$ cat src/hw/rtl/hcs_pkg.sv
package hcs_pkg;

   localparam int MODULUS     = 26;
   localparam int LETTER_W    = 5;
   localparam int ROW_W       = 15;
   localparam int KEY_N       = 9;
   localparam int STEP_W      = 6;
   localparam int STEP_LAST   = 38;
   localparam int PROD_W      = 2 * LETTER_W;
   localparam int RECIP       = 2521;
   localparam int RECIP_SHIFT = 16;
   localparam int QPROD_W     = PROD_W + 12;
   localparam int CSR_IDX_W   = 2;

   localparam logic [CSR_IDX_W-1:0] CSR_KEY_ROW0 = 2'd0;
   localparam logic [CSR_IDX_W-1:0] CSR_KEY_ROW1 = 2'd1;
   localparam logic [CSR_IDX_W-1:0] CSR_KEY_ROW2 = 2'd2;
   localparam logic [CSR_IDX_W-1:0] CSR_MODE     = 2'd3;

   localparam logic [ROW_W-1:0] KEY_ROW0_RST = 15'd1;
   localparam logic [ROW_W-1:0] KEY_ROW1_RST = 15'd32;
   localparam logic [ROW_W-1:0] KEY_ROW2_RST = 15'd1024;

   typedef enum logic [2:0] {
      SRC_KEY,
      SRC_MAT,
      SRC_DINV,
      SRC_GROUP,
      SRC_CIPHER
   } src_type;

   typedef enum logic [1:0] {
      DST_NONE,
      DST_MAT,
      DST_DET,
      DST_OUT
   } dst_type;

   typedef struct packed {
      src_type    a_src;
      logic [3:0] a_idx;
      src_type    b_src;
      logic [3:0] b_idx;
      logic       sub;
      logic       first;
      dst_type    dst;
      logic [3:0] dst_idx;
      logic       group_end;
   } uop_type;

   // cofactor product operands, two per adjugate entry (plus, then minus)
   localparam logic [3:0] COF_A [18] = '{
      4'd4, 4'd5, 4'd7, 4'd1, 4'd1, 4'd2, 4'd5, 4'd8, 4'd8,
      4'd2, 4'd2, 4'd5, 4'd3, 4'd6, 4'd6, 4'd7, 4'd0, 4'd3
   };
   localparam logic [3:0] COF_B [18] = '{
      4'd8, 4'd7, 4'd2, 4'd8, 4'd5, 4'd4, 4'd6, 4'd3, 4'd0,
      4'd6, 4'd3, 4'd0, 4'd7, 4'd4, 4'd1, 4'd0, 4'd4, 4'd1
   };
   localparam logic [1:0] OUT_COL [9] = '{
      2'd0, 2'd1, 2'd2, 2'd0, 2'd1, 2'd2, 2'd0, 2'd1, 2'd2
   };

   function automatic logic [LETTER_W-1:0] red26(input logic [LETTER_W-1:0] x);
      red26 = (x >= LETTER_W'(MODULUS)) ? LETTER_W'(x - LETTER_W'(MODULUS)) : x;
   endfunction

   function automatic logic [LETTER_W-1:0] inv26(input logic [LETTER_W-1:0] d);
      logic [LETTER_W-1:0] r;
      case (d)
         5'd1:    r = 5'd1;
         5'd3:    r = 5'd9;
         5'd5:    r = 5'd21;
         5'd7:    r = 5'd15;
         5'd9:    r = 5'd3;
         5'd11:   r = 5'd19;
         5'd15:   r = 5'd7;
         5'd17:   r = 5'd23;
         5'd19:   r = 5'd11;
         5'd21:   r = 5'd5;
         5'd23:   r = 5'd17;
         5'd25:   r = 5'd25;
         default: r = 5'd0;
      endcase
      return r;
   endfunction

   // microcode: adjugate, determinant, scaling by inverse det, output rows
   function automatic uop_type uop_decode(input logic [STEP_W-1:0] step);
      uop_type u;
      int      s;
      int      t;
      s = int'(step);
      u = '{a_src: SRC_KEY, a_idx: 4'd0, b_src: SRC_KEY, b_idx: 4'd0, sub: 1'b0,
            first: 1'b1, dst: DST_NONE, dst_idx: 4'd0, group_end: 1'b0};
      if (s < 18) begin
         u.a_idx   = COF_A[s];
         u.b_idx   = COF_B[s];
         u.sub     = step[0];
         u.first   = !step[0];
         u.dst     = step[0] ? DST_MAT : DST_NONE;
         u.dst_idx = 4'(s >> 1);
      end else if (s < 21) begin
         t         = s - 18;
         u.a_idx   = 4'(t);
         u.b_src   = SRC_MAT;
         u.b_idx   = 4'(3 * t);
         u.first   = (t == 0);
         u.dst     = (t == 2) ? DST_DET : DST_NONE;
      end else if (s < 30) begin
         t         = s - 21;
         u.a_src   = SRC_DINV;
         u.b_src   = SRC_MAT;
         u.b_idx   = 4'(t);
         u.dst     = DST_MAT;
         u.dst_idx = 4'(t);
      end else begin
         t           = (s - 30 > 8) ? 8 : s - 30;
         u.a_src     = SRC_CIPHER;
         u.a_idx     = 4'(t);
         u.b_src     = SRC_GROUP;
         u.b_idx     = {2'b00, OUT_COL[t]};
         u.first     = (OUT_COL[t] == 2'd0);
         u.dst       = (OUT_COL[t] == 2'd2) ? DST_OUT : DST_NONE;
         u.group_end = (t == 8);
      end
      return u;
   endfunction

endpackage

$ cat src/hw/rtl/hill_cipher_3x3_stream_core.sv
// Hill cipher, 3x3 key mod 26, on a stream of letter codes. The first two
// letters of a group are taken in one cycle each. The third starts a 39-step
// microcode run on one shared 5x5 multiplier with mod-26 reduce and
// accumulate; each step is a multiply state and then an accumulate state.
// A step that emits an output item waits while the previous output item
// is still held by rsp_ready low.
// req_ready is low for that run. Decrypt builds the inverse key each group
// (adjugate, determinant, inverse determinant); rsp_key_bad flags a key
// whose determinant has no inverse mod 26, and decrypt then outputs zeros.
// A trailing partial group is held and never emitted.
module hill_cipher_3x3_stream_core (
   input  logic                                 clock,
   input  logic                                 reset,
   input  logic                                 csr_write_en,
   input  logic [hcs_pkg::CSR_IDX_W-1:0]        csr_index,
   input  logic [hcs_pkg::ROW_W-1:0]            csr_wdata,
   input  logic                                 req_valid,
   output logic                                 req_ready,
   input  logic [hcs_pkg::LETTER_W-1:0]         req_letter_in,
   output logic                                 rsp_valid,
   input  logic                                 rsp_ready,
   output logic [hcs_pkg::LETTER_W-1:0]         rsp_letter_out,
   output logic                                 rsp_group_end,
   output logic                                 rsp_key_bad
);

   localparam int LW = hcs_pkg::LETTER_W;
   localparam int SW = hcs_pkg::STEP_W;
   localparam int PW = hcs_pkg::PROD_W;
   localparam int QW = hcs_pkg::QPROD_W;

   typedef enum logic [1:0] {
      ST_IDLE,
      ST_MUL,
      ST_ACC
   } state_type;

   state_type                  state_ff, state_in;
   logic [SW-1:0]              step_ff, step_in;
   logic [1:0]                 cnt_ff, cnt_in;
   logic [hcs_pkg::ROW_W-1:0]  key_row_ff [3];
   logic [hcs_pkg::ROW_W-1:0]  key_row_in [3];
   logic                       mode_ff, mode_in;
   logic [LW-1:0]              held_ff [2];
   logic [LW-1:0]              held_in [2];
   logic [LW-1:0]              last_ff, last_in;
   logic [PW-1:0]              prod_ff, prod_in;
   logic [LW-1:0]              acc_ff, acc_in;
   logic [LW-1:0]              mat_ff [hcs_pkg::KEY_N];
   logic [LW-1:0]              mat_in [hcs_pkg::KEY_N];
   logic [LW-1:0]              dinv_ff, dinv_in;
   logic                       bad_ff, bad_in;
   logic                       rsp_valid_ff, rsp_valid_in;
   logic [LW-1:0]              rsp_letter_ff, rsp_letter_in;
   logic                       rsp_end_ff, rsp_end_in;
   logic                       rsp_bad_ff, rsp_bad_in;

   hcs_pkg::uop_type           uop;
   logic [LW-1:0]              key_mod [hcs_pkg::KEY_N];
   logic [LW-1:0]              grp [3];
   logic [LW-1:0]              opa;
   logic [LW-1:0]              opb;
   logic [QW-1:0]              qprod;
   logic [LW-1:0]              quot;
   logic [LW-1:0]              rem;
   logic [LW-1:0]              base;
   logic [LW:0]                sum;
   logic [LW:0]                diff;
   logic [LW-1:0]              acc_next;
   logic                       out_stall;
   logic                       req_fire;

   assign req_ready = (state_ff == ST_IDLE);
   assign req_fire  = req_valid && req_ready;
   assign uop       = hcs_pkg::uop_decode(step_ff);

   always_comb begin
      for (int i = 0; i < hcs_pkg::KEY_N; i++) begin
         key_mod[i] = hcs_pkg::red26(key_row_ff[i / 3][LW * (i % 3) +: LW]);
      end
      grp[0] = hcs_pkg::red26(held_ff[0]);
      grp[1] = hcs_pkg::red26(held_ff[1]);
      grp[2] = hcs_pkg::red26(last_ff);
   end

   always_comb begin
      case (uop.a_src)
         hcs_pkg::SRC_KEY:    opa = key_mod[uop.a_idx];
         hcs_pkg::SRC_MAT:    opa = mat_ff[uop.a_idx];
         hcs_pkg::SRC_DINV:   opa = dinv_ff;
         hcs_pkg::SRC_CIPHER: opa = mode_ff ? mat_ff[uop.a_idx] : key_mod[uop.a_idx];
         default:             opa = '0;
      endcase
      case (uop.b_src)
         hcs_pkg::SRC_KEY:    opb = key_mod[uop.b_idx];
         hcs_pkg::SRC_MAT:    opb = mat_ff[uop.b_idx];
         hcs_pkg::SRC_GROUP:  opb = (uop.b_idx[1:0] == 2'd3) ? grp[2] : grp[uop.b_idx[1:0]];
         default:             opb = '0;
      endcase
   end

   // mod-26 reduce of the registered product, then add it to or subtract it from the accumulator mod 26
   always_comb begin
      qprod = QW'(prod_ff) * QW'(hcs_pkg::RECIP);
      quot  = LW'(qprod >> hcs_pkg::RECIP_SHIFT);
      rem   = LW'(prod_ff - PW'(quot) * PW'(hcs_pkg::MODULUS));
      base  = uop.first ? '0 : acc_ff;
      sum   = {1'b0, base} + {1'b0, rem};
      diff  = {1'b0, base} - {1'b0, rem};
      if (uop.sub) begin
         acc_next = (base < rem) ? LW'(diff + (LW + 1)'(hcs_pkg::MODULUS)) : LW'(diff);
      end else begin
         acc_next = (sum >= (LW + 1)'(hcs_pkg::MODULUS)) ?
                    LW'(sum - (LW + 1)'(hcs_pkg::MODULUS)) : LW'(sum);
      end
   end

   assign out_stall = (uop.dst == hcs_pkg::DST_OUT) && rsp_valid_ff && !rsp_ready;

   always_comb begin
      state_in      = state_ff;
      step_in       = step_ff;
      cnt_in        = cnt_ff;
      key_row_in    = key_row_ff;
      mode_in       = mode_ff;
      held_in       = held_ff;
      last_in       = last_ff;
      prod_in       = prod_ff;
      acc_in        = acc_ff;
      mat_in        = mat_ff;
      dinv_in       = dinv_ff;
      bad_in        = bad_ff;
      rsp_valid_in  = rsp_valid_ff && !rsp_ready;
      rsp_letter_in = rsp_letter_ff;
      rsp_end_in    = rsp_end_ff;
      rsp_bad_in    = rsp_bad_ff;

      if (csr_write_en) begin
         case (csr_index)
            hcs_pkg::CSR_KEY_ROW0: key_row_in[0] = csr_wdata;
            hcs_pkg::CSR_KEY_ROW1: key_row_in[1] = csr_wdata;
            hcs_pkg::CSR_KEY_ROW2: key_row_in[2] = csr_wdata;
            hcs_pkg::CSR_MODE:     mode_in = csr_wdata[0];
            default:               mode_in = mode_ff;
         endcase
      end

      case (state_ff)
         ST_IDLE: begin
            if (req_fire) begin
               if (cnt_ff == 2'd2) begin
                  last_in  = req_letter_in;
                  cnt_in   = 2'd0;
                  step_in  = '0;
                  state_in = ST_MUL;
               end else begin
                  held_in[cnt_ff[0]] = req_letter_in;
                  cnt_in             = cnt_ff + 2'd1;
               end
            end
         end
         ST_MUL: begin
            prod_in  = PW'(opa) * PW'(opb);
            state_in = ST_ACC;
         end
         ST_ACC: begin
            if (!out_stall) begin
               acc_in = acc_next;
               case (uop.dst)
                  hcs_pkg::DST_MAT: mat_in[uop.dst_idx] = acc_next;
                  hcs_pkg::DST_DET: begin
                     dinv_in = hcs_pkg::inv26(acc_next);
                     bad_in  = (hcs_pkg::inv26(acc_next) == '0);
                  end
                  hcs_pkg::DST_OUT: begin
                     rsp_valid_in  = 1'b1;
                     rsp_letter_in = acc_next;
                     rsp_end_in    = uop.group_end;
                     rsp_bad_in    = bad_ff;
                  end
                  default: acc_in = acc_next;
               endcase
               if (step_ff == SW'(hcs_pkg::STEP_LAST)) begin
                  state_in = ST_IDLE;
               end else begin
                  step_in  = step_ff + SW'(1);
                  state_in = ST_MUL;
               end
            end
         end
         default: state_in = ST_IDLE;
      endcase
   end

   always_ff @(posedge clock) begin
      if (reset) begin
         state_ff      <= ST_IDLE;
         step_ff       <= '0;
         cnt_ff        <= 2'd0;
         key_row_ff[0] <= hcs_pkg::KEY_ROW0_RST;
         key_row_ff[1] <= hcs_pkg::KEY_ROW1_RST;
         key_row_ff[2] <= hcs_pkg::KEY_ROW2_RST;
         mode_ff       <= 1'b0;
         held_ff[0]    <= '0;
         held_ff[1]    <= '0;
         rsp_valid_ff  <= 1'b0;
         rsp_end_ff    <= 1'b0;
      end else begin
         state_ff      <= state_in;
         step_ff       <= step_in;
         cnt_ff        <= cnt_in;
         key_row_ff    <= key_row_in;
         mode_ff       <= mode_in;
         held_ff       <= held_in;
         rsp_valid_ff  <= rsp_valid_in;
         rsp_end_ff    <= rsp_end_in;
      end
      last_ff       <= last_in;
      prod_ff       <= prod_in;
      acc_ff        <= acc_in;
      mat_ff        <= mat_in;
      dinv_ff       <= dinv_in;
      bad_ff        <= bad_in;
      rsp_letter_ff <= rsp_letter_in;
      rsp_bad_ff    <= rsp_bad_in;
   end

   assign rsp_valid      = rsp_valid_ff;
   assign rsp_letter_out = rsp_letter_ff;
   assign rsp_group_end  = rsp_end_ff;
   assign rsp_key_bad    = rsp_bad_ff;

   a_group_start: assert property (@(posedge clock) disable iff (reset)
      (req_fire && cnt_ff == 2'd2) |=> (state_ff == ST_MUL && step_ff == '0))
      else $error("third letter did not start the sequencer");

   a_letter_range: assert property (@(posedge clock) disable iff (reset)
      rsp_valid_ff |-> (rsp_letter_ff < LW'(hcs_pkg::MODULUS)))
      else $error("output letter out of range");

   a_step_range: assert property (@(posedge clock) disable iff (reset)
      (state_ff != ST_IDLE) |-> (step_ff <= SW'(hcs_pkg::STEP_LAST)))
      else $error("step counter ran past the microcode");

   a_count_range: assert property (@(posedge clock) disable iff (reset)
      cnt_ff != 2'd3)
      else $error("group count overflow");

   a_stall_holds: assert property (@(posedge clock) disable iff (reset)
      (state_ff == ST_ACC && out_stall) |=> (state_ff == ST_ACC && $stable(step_ff)))
      else $error("sequencer advanced while output was blocked");

endmodule
$ cat config.mk
export PLATFORM = sky130hd
export DESIGN_NAME = hill_cipher_3x3_stream_core
export DESIGN_NICKNAME = d
export VERILOG_FILES = /design/src/hw/rtl/hcs_pkg.sv /design/src/hw/rtl/hill_cipher_3x3_stream_core.sv
export SDC_FILE = /design/constraint.sdc
export NUM_CORES = 1
export LEC_CHECK = 0
export ABC_CLOCK_PERIOD_IN_PS = 9800
export BUFFER_PORTS_ARGS = -buffer_cell sky130_fd_sc_hd__buf_2
export CELL_PAD_IN_SITES_DETAIL_PLACEMENT = 1
export CELL_PAD_IN_SITES_GLOBAL_PLACEMENT = 2
export CORE_MARGIN = 4
export CORE_UTILIZATION = 41
export DETAILED_ROUTE_END_ITERATION = 7
export HOLD_SLACK_MARGIN = 0.15
export PLACE_DENSITY = 0.84
export SLEW_MARGIN = 20
export SYNTH_ARGS = -nofsm -noshare
export SYNTH_HDL_FRONTEND = slang
export SYNTH_SLANG_ARGS = --single-unit
$ cat constraint.sdc
create_clock -name clock -period 9.8 [get_ports clock]
set_input_delay 0.49 -clock clock [delete_from_list [all_inputs] [get_ports clock]]
set_output_delay 0.49 -clock clock [all_outputs]
set_load 0.02 [all_outputs]
# Word-level counts from Yosys, hierarchy flattened
# Memories as Yosys holds them, arrays and structs flattened. A register that Yosys moved wholly into a read port is not among the register bits.
# Index checks and enable logic that the tools add are counted.
# classes
addsub	22
n_mul	4
div_mod_pow	0
order_cmp	27
eq_ne	23
shifts	0
muxes	86
n_bitwise	9
n_reduce_logical	29
# op_table
operator	n
5-bit 2-to-1 mux	34
5-bit binary-select mux with 4-bit select	4
5-bit >= comparator (second input constant)	15
5-bit subtractor (second input constant)	13
45-bit bitwise mux	1
32-bit by 5-bit == test with 1-bit output (second input constant)	1
32-bit by 5-bit >= comparator with 1-bit output (second input constant)	1
32-bit by 6-bit >= comparator with 1-bit output (second input constant)	1
32-bit by 5-bit greater-than comparator with 1-bit output (second input constant)	1
32-bit zero test	1
32-bit 2-to-1 mux	1
4-bit 2-to-1 mux	8
32-bit NOT	1
6-bit NOT with 32-bit output	1
6-bit 2-to-1 mux	5
10-bit by 12-bit multiplier with 21-bit output (second input constant)	1
5-bit demux with 4-bit select	1
5-bit case mux with 4 select lines	1
6-bit by 5-bit < comparator with 1-bit output (second input constant)	3
2-bit 2-to-1 mux	9
3-bit AND reduction	6
2-bit == test (second input constant)	8
3-bit 2-to-1 mux	5
4-bit NOT with 5-bit output	3
other kinds (44)	75
# word_totals
ff_bits	140
latch_bits	0
mem_bits_rw	0
mem_bits_ro	608
in_bits	27
n_memories	5
# mem_list
memory	words	width	read_ports	rd_ports_with_merged_regs	wr	line_no	source
(name not given)	32	5	1	1	0	hcs_pkg.sv:70	case (d)
(name not given)	32	5	1	0	0	hcs_pkg.sv:70	
(name not given)	32	4	1	0	0	hcs_pkg.sv:98	u.b_idx = COF_B[s];
(name not given)	32	4	1	0	0	hcs_pkg.sv:97	u.a_idx = COF_A[s];
(name not given)	16	2	1	0	0	hcs_pkg.sv:124	u.dst = (OUT_COL[t] == 2'd2) ? DST_OUT : DST_NONE;

# Depth between registers and ports, before layout
# An unclocked memory read counts as a cell.
# depth
word_depth	22
depth_mapped	34
ltp_nobuf	33

# Worst setup path before layout
# OpenSTA, ideal clock, no wires.
# synth_path
path_kind	flip-flop to flip-flop
start	register prod_ff[1]
end	register dinv_ff[3] (data pin)
setup_ns	0.261
arrival_time_ns	7.611
required_ns	9.539
setup_slack_ns	1.927
stages_incl_launch_ff	30
n_path_buf	0
cell_sequence	edfxtp_1 fa_1 fa_1 fa_1 fa_1 ha_1 ha_1 a211o_1 a21oi_1 o21ai_0 a41oi_1 a21boi_0 o21a_1 nor2_1 ha_1 xor2_1 xnor2_1 xnor2_1 xnor2_1 xnor2_1 xnor2_1 ha_1 nor2b_1 a221o_1 nor3b_1 xnor2_1 a22oi_1 inv_1 o211ai_1 a21oi_1
# synth_between
elab_chain_len	7
# synth_rtl
item	line_no	source
start, declared	hill_cipher_3x3_stream_core.sv:47	logic [PW-1:0] prod_ff, prod_in;
start signal, assigned	hill_cipher_3x3_stream_core.sv:219	prod_ff <= prod_in;
10-bit by 12-bit multiplier with 21-bit output	hill_cipher_3x3_stream_core.sv:104	qprod = QW'(prod_ff) * QW'(hcs_pkg::RECIP);
5-bit by 4-bit multiplier with 4-bit output	hill_cipher_3x3_stream_core.sv:106	rem = LW'(prod_ff - PW'(quot) * PW'(hcs_pkg::MODULUS));
5-bit subtractor *	hill_cipher_3x3_stream_core.sv:106	
5-bit by 5-bit adder with 6-bit output / 5-bit subtractor (equally long branches)	hill_cipher_3x3_stream_core.sv:108, hill_cipher_3x3_stream_core.sv:109	
5-bit subtractor (tied with other cells)	hill_cipher_3x3_stream_core.sv:114	LW'(sum - (LW + 1)'(hcs_pkg::MODULUS)) : LW'(sum);
5-bit 2-to-1 mux (on tied branches)	hill_cipher_3x3_stream_core.sv:113, hill_cipher_3x3_stream_core.sv:111	
5-bit 2-to-1 mux *	hill_cipher_3x3_stream_core.sv:110	if (uop.sub) begin
named net acc_next[4]	hill_cipher_3x3_stream_core.sv:69	logic [LW-1:0] acc_next;
end, declared	hill_cipher_3x3_stream_core.sv:51	logic [LW-1:0] dinv_ff, dinv_in;
# Mark *: on every way through the listed nets, which the timed path passes. The rest lies on a longest branch.
# A chain may end at the register's enable or synchronous reset.

# Worst setup path after layout
# layout_path
start	register step_ff[2]
end	register prod_ff[9] (data pin)
# layout_between
elab_chain_len	17
# layout_rtl
item	line_no	source
start, declared	hill_cipher_3x3_stream_core.sv:39	logic [SW-1:0] step_ff, step_in;
start signal, assigned	hill_cipher_3x3_stream_core.sv:210	step_ff <= step_in;
branches (longest 16 deep; another with 32-bit by 5-bit greater-than comparator with 1-bit output)	n/a	
5-bit by 5-bit multiplier with 10-bit output *	hill_cipher_3x3_stream_core.sv:163	prod_in = PW'(opa) * PW'(opb);
# Mark *: on every way between the ends. The select of a mux whose other input is x is not followed.

==> key figures <==
CTS
  • CTS clock-pin slew for the worst setup and hold paths: 70 ps
  • # hold bufs at CTS: 0
  • Maximum buffer depth of the clock tree: 2
  • # clock sinks: 145
  • CTS HTree Levels: 4
  • Clock tree from TritonCTS: yes
  • Post-CTS setup repair buffer count: 0
  • Number of buffers inserted during clock tree synthesis: 17
  • Clock latency on the worst-skew pair: 440 ps
  • Clock root cell: sky130_fd_sc_hd__clkbuf_16
  • Gates resized, CTS repair: 0

Yosys
  • Area share of the largest cell type after synthesis: 18.3%
  • Netlist area before placement: 12600 µm²
  • EDFF count, synth: 77
  • Fraction of the yosys area taken by sequential cells: 29.0%
  • Simple-gate share of the synthesized area: 17.1%
  • Number of instances in the synthesized netlist: 1429
  • Flip-flop and latch count after synthesis: 145
  • Xor-xnor portion of the synthesized cell area: 2.55%
  • Number of distinct library cells after synthesis: 102
  • Largest family of logic cells by synthesized area: compound AO/OA/AOI/OAI gates
  • Most frequently used flop master after synthesis: sky130_fd_sc_hd__edfxtp_1
  • Nets in the synthesized netlist: 1616
  • Syn_area_per_cell: 8.85 µm²
  • Post-synth ARST share: 0%
  • Adder-cell share of the synthesized area: 18.4%
  • Top cell type by total area after synthesis: sky130_fd_sc_hd__edfxtp_1
  • Number of warnings printed during yosys synthesis: 0
  • Compound-gate portion of the synthesized area: 18.8%
  • Most area-consuming cells after synthesis: sky130_fd_sc_hd__edfxtp_1 18%, sky130_fd_sc_hd__ha_1 12%, sky130_fd_sc_hd__dfxtp_1 11%, sky130_fd_sc_hd__fa_1 6.8%, sky130_fd_sc_hd__nand2_1 5.1%
  • Fraction of synthesized area in multiplexers: 7.29%

Pwr
  • Internal: 1.42 mW
  • Share of power burned in the clock network: 32.6%
  • Max IR drop VDD: 119 µV
  • PD cells: 159 nW/µm²
  • Switching share of power: 34.8%
  • Total leakage power: 5.40 nW
  • Total power draw: 2.18 mW
  • NetSw: 759 µW
  • Combinational share of power: 32.6%
  • Flop pwr share: 34.8%

STA
  • Count of endpoints failing setup in the final report: 0
  • Final min period: 8760 ps
  • Final clock skew: 16.0 ps
  • Period utilisation layout: 89.4%
  • Rel. slew slack: 32.8%
  • Slew Viols, Final: 0
  • Highest clock rate: 114 MHz
  • Transition time at the pin with the least slew margin: 1010 ps
  • Hold_ws: 270 ps
  • Endpoints failing hold: 0
  • Post-Route Setup TNS: 0 ps
  • RSZ-0062 raised after global routing: no
  • Least setup slack across all paths after layout: 1040 ps

Floorplan
  • Die height: 184 µm
  • Number of cell rows: 64
  • Initial Utilization: 41.5%
  • Total I/O pin count: 36
  • Die Wd: 184 µm
  • Area inside the core boundary: 30500 µm²
  • Die footprint: 33700 µm²

Global route
  • Maximum number of pins on one net before global-route repair: 64
  • Total global routing overflow: 0
  • Total track usage: 23.6%
  • Initial antenna violation count: 1
  • Number of global-route vias before repair: 11.3k
  • First-pass GRT wire length: 62900 µm

Routing
  • Pre-antenna DRT Iters: 6
  • Average wire per cell in the routed design: 21.4 µm
  • Remaining antenna violation count after routing: 0
  • Detailed-route wire length: 39500 µm
  • Vias per cell: 5.85
  • DR DRC count: 0
  • Overall via count from detail_route: 10.8k
  • Number of DRC markers after the initial detailed-route iteration: 733

Critical path
  • Stage delay of the slowest cell on the critical path: 840 ps
  • Critical path startpoint category: flop
  • Critical path's slowest cell: sky130_fd_sc_hd__dfxtp_1
  • Most common cell type on the critical path: sky130_fd_sc_hd__a21oi_1
  • Critical path endpoint category: flop
  • CP Data Required Time: 9980 ps
  • CP Buf/Inv Count: 3
  • Worst setup path class: reg2reg
  • Peak fanout along the critical path: 22
  • Cell family contributing the most delay on the critical path: adder cells
  • Crit path DAT: 8940 ps

Cells and area
  • Area growth, synth to finish: 8.31%
  • Post-route insts no fill: 1848
  • Final nets: 1626
  • Filler cell count in the final layout: 3602
  • N_diodes: 0
  • Proportion of layout cells with a drive suffix above 1: 9.37%

Placement
  • Placed instance count: 1815
  • Pre-CTS setup slack: 1110 ps
  • Final GP Congestion: 0.908
  • HPWL after DPL: 30300 µm
  • Port Buf Inserts: 35

Hold path
  • Path type of the worst min-delay path: in2reg

Flow run
  • Max Cap Violations: 0

Outcome
  • Result of the run: completed
-- logic make-up (layout without fill, tap and decap cells) --
group                      after synthesis  after routing
AOI/OAI and AO/OA                      356            356
xor gates and xnor gates                36             36
adders and majority gates              160            160
buffers and inverters                  190            213
DFF                                    145            145
muxes                                   83             83
and+or+nand+nor                        459            459
-- placed cells by master (no fill, tap or decap), drive strengths merged, types with 6 or more instances in the layout --
cell     count
a211oi      17
a21boi       7
a21o         6
a21oi       89
a22oi        8
a2bb2oi      6
a31oi       21
and2        12
buf         47
clkbuf      17
dfxtp       68
edfxtp      77
fa          43
ha         117
inv        141
mux2        13
mux2i       64
mux4         6
nand2      174
nand2b      18
nand3       35
nand4        9
nor2       123
nor2b       15
nor3        26
o211ai      22
o21a        12
o21ai       89
o21bai       7
o22ai       11
o31ai        7
or2         13
xnor2       26
xor2        10
-- cell type report --
| type | instances | area, µm² | share of cell area [%] |
|---|---|---|---|
| clock buffers | 17 | 425 | 3.11 |
| inverters | 134 | 517 | 3.77 |
| multi-input cells | 1094 | 8130 | 59.3 |
| flip-flops and latches | 145 | 3670 | 26.8 |
| well taps | 396 | 495 | 3.62 |
| repair buffers | 47 | 263 | 1.92 |
| clock inverters | 15 | 196 | 1.43 |
-- path summary, 6_finish.rpt --
check / slack [ps] / end / startpoint / depth (start not counted)
setup / recovery: 1040 / prod_ff[9]$_DFFE_PN_ / step_ff[2]$_SDFFE_PP0P_ / 28
hold / removal: 270 / last_ff[4]$_DFFE_PP_ / req_letter_in[4] / 1
hold reg to reg: 450 / rsp_key_bad$_DFFE_PP_ / bad_ff$_DFFE_PP_ / 0
setup reg to reg: 1040 / prod_ff[9]$_DFFE_PN_ / step_ff[2]$_SDFFE_PP0P_ / 28
-- routing by layer --
layer	track usage [%]	part of all wire [%]	vias up
met5	0	0.0076	-
met4	6.85	2.4	2
met3	3.76	5.2	58
met2	39.9	48	291
met1	31.3	44	5341
li1	-	-	5111
-- state kept, by name (all words and copies together) (netlist names), 2 cells and up --
register / flops
rsp_letter_out: 5
prod_ff: 10
last_ff: 5
state_ff: 2
cnt_ff: 2
dinv_ff: 5
acc_ff: 5
mat_ff: 45
key_row_ff: 45
held_ff: 10
step_ff: 6
-- synthesized netlist by cell type, types with 8 or more instances --
master,n
sky130_fd_sc_hd__a211oi_1,14
sky130_fd_sc_hd__a21oi_1,88
sky130_fd_sc_hd__a22oi_1,8
sky130_fd_sc_hd__a31oi_1,19
sky130_fd_sc_hd__and2_1,12
sky130_fd_sc_hd__buf_2,15
sky130_fd_sc_hd__clkbuf_1,23
sky130_fd_sc_hd__dfxtp_1,68
sky130_fd_sc_hd__edfxtp_1,77
sky130_fd_sc_hd__fa_1,43
sky130_fd_sc_hd__ha_1,117
sky130_fd_sc_hd__inv_1,132
sky130_fd_sc_hd__mux2_2,12
sky130_fd_sc_hd__mux2i_1,64
sky130_fd_sc_hd__nand2_1,173
sky130_fd_sc_hd__nand2b_1,18
sky130_fd_sc_hd__nand3_1,35
sky130_fd_sc_hd__nand4_1,9
sky130_fd_sc_hd__nor2_1,120
sky130_fd_sc_hd__nor2b_1,15
sky130_fd_sc_hd__nor3_1,22
sky130_fd_sc_hd__o211ai_1,21
sky130_fd_sc_hd__o21a_1,12
sky130_fd_sc_hd__o21ai_0,81
sky130_fd_sc_hd__o22ai_1,11
sky130_fd_sc_hd__or2_1,9
sky130_fd_sc_hd__xnor2_1,25
sky130_fd_sc_hd__xor2_1,10
-- power groups by stage --
stage / Clock, mW / Combinational, mW / Sequential (mW)
floorplan: 0 / 0.511 / 0.767
global placement: 0 / 0.677 / 0.771
detailed placement: 0 / 0.714 / 0.772
CTS: 0.719 / 0.716 / 0.758
global route: 0.745 / 0.804 / 0.761
finish: 0.711 / 0.712 / 0.759
-- worst register-to-register path: cells and delay by family (launching register included) --
kind	cells	cell delay [ps]
AO/OA/AOI/OAI	9	2270
XOR/XNOR	1	90
adder cells (fa/ha/maj)	6	2620
buffers and inverters	3	420
flip-flops	1	840
multiplexers	2	710
AND/OR/NAND/NOR	7	1600
-- metrics by stage --
step | cell area, µm² | util (%)
after floorplan | 12600 | -
after global placement | 13100 | 42.8
after detailed placement | 13100 | 42.8
after CTS | 13700 | 44.9
after global routing | 13700 | 44.9
final | 13700 | 44.9
Note: power is estimated with default switching activity, not from simulation.
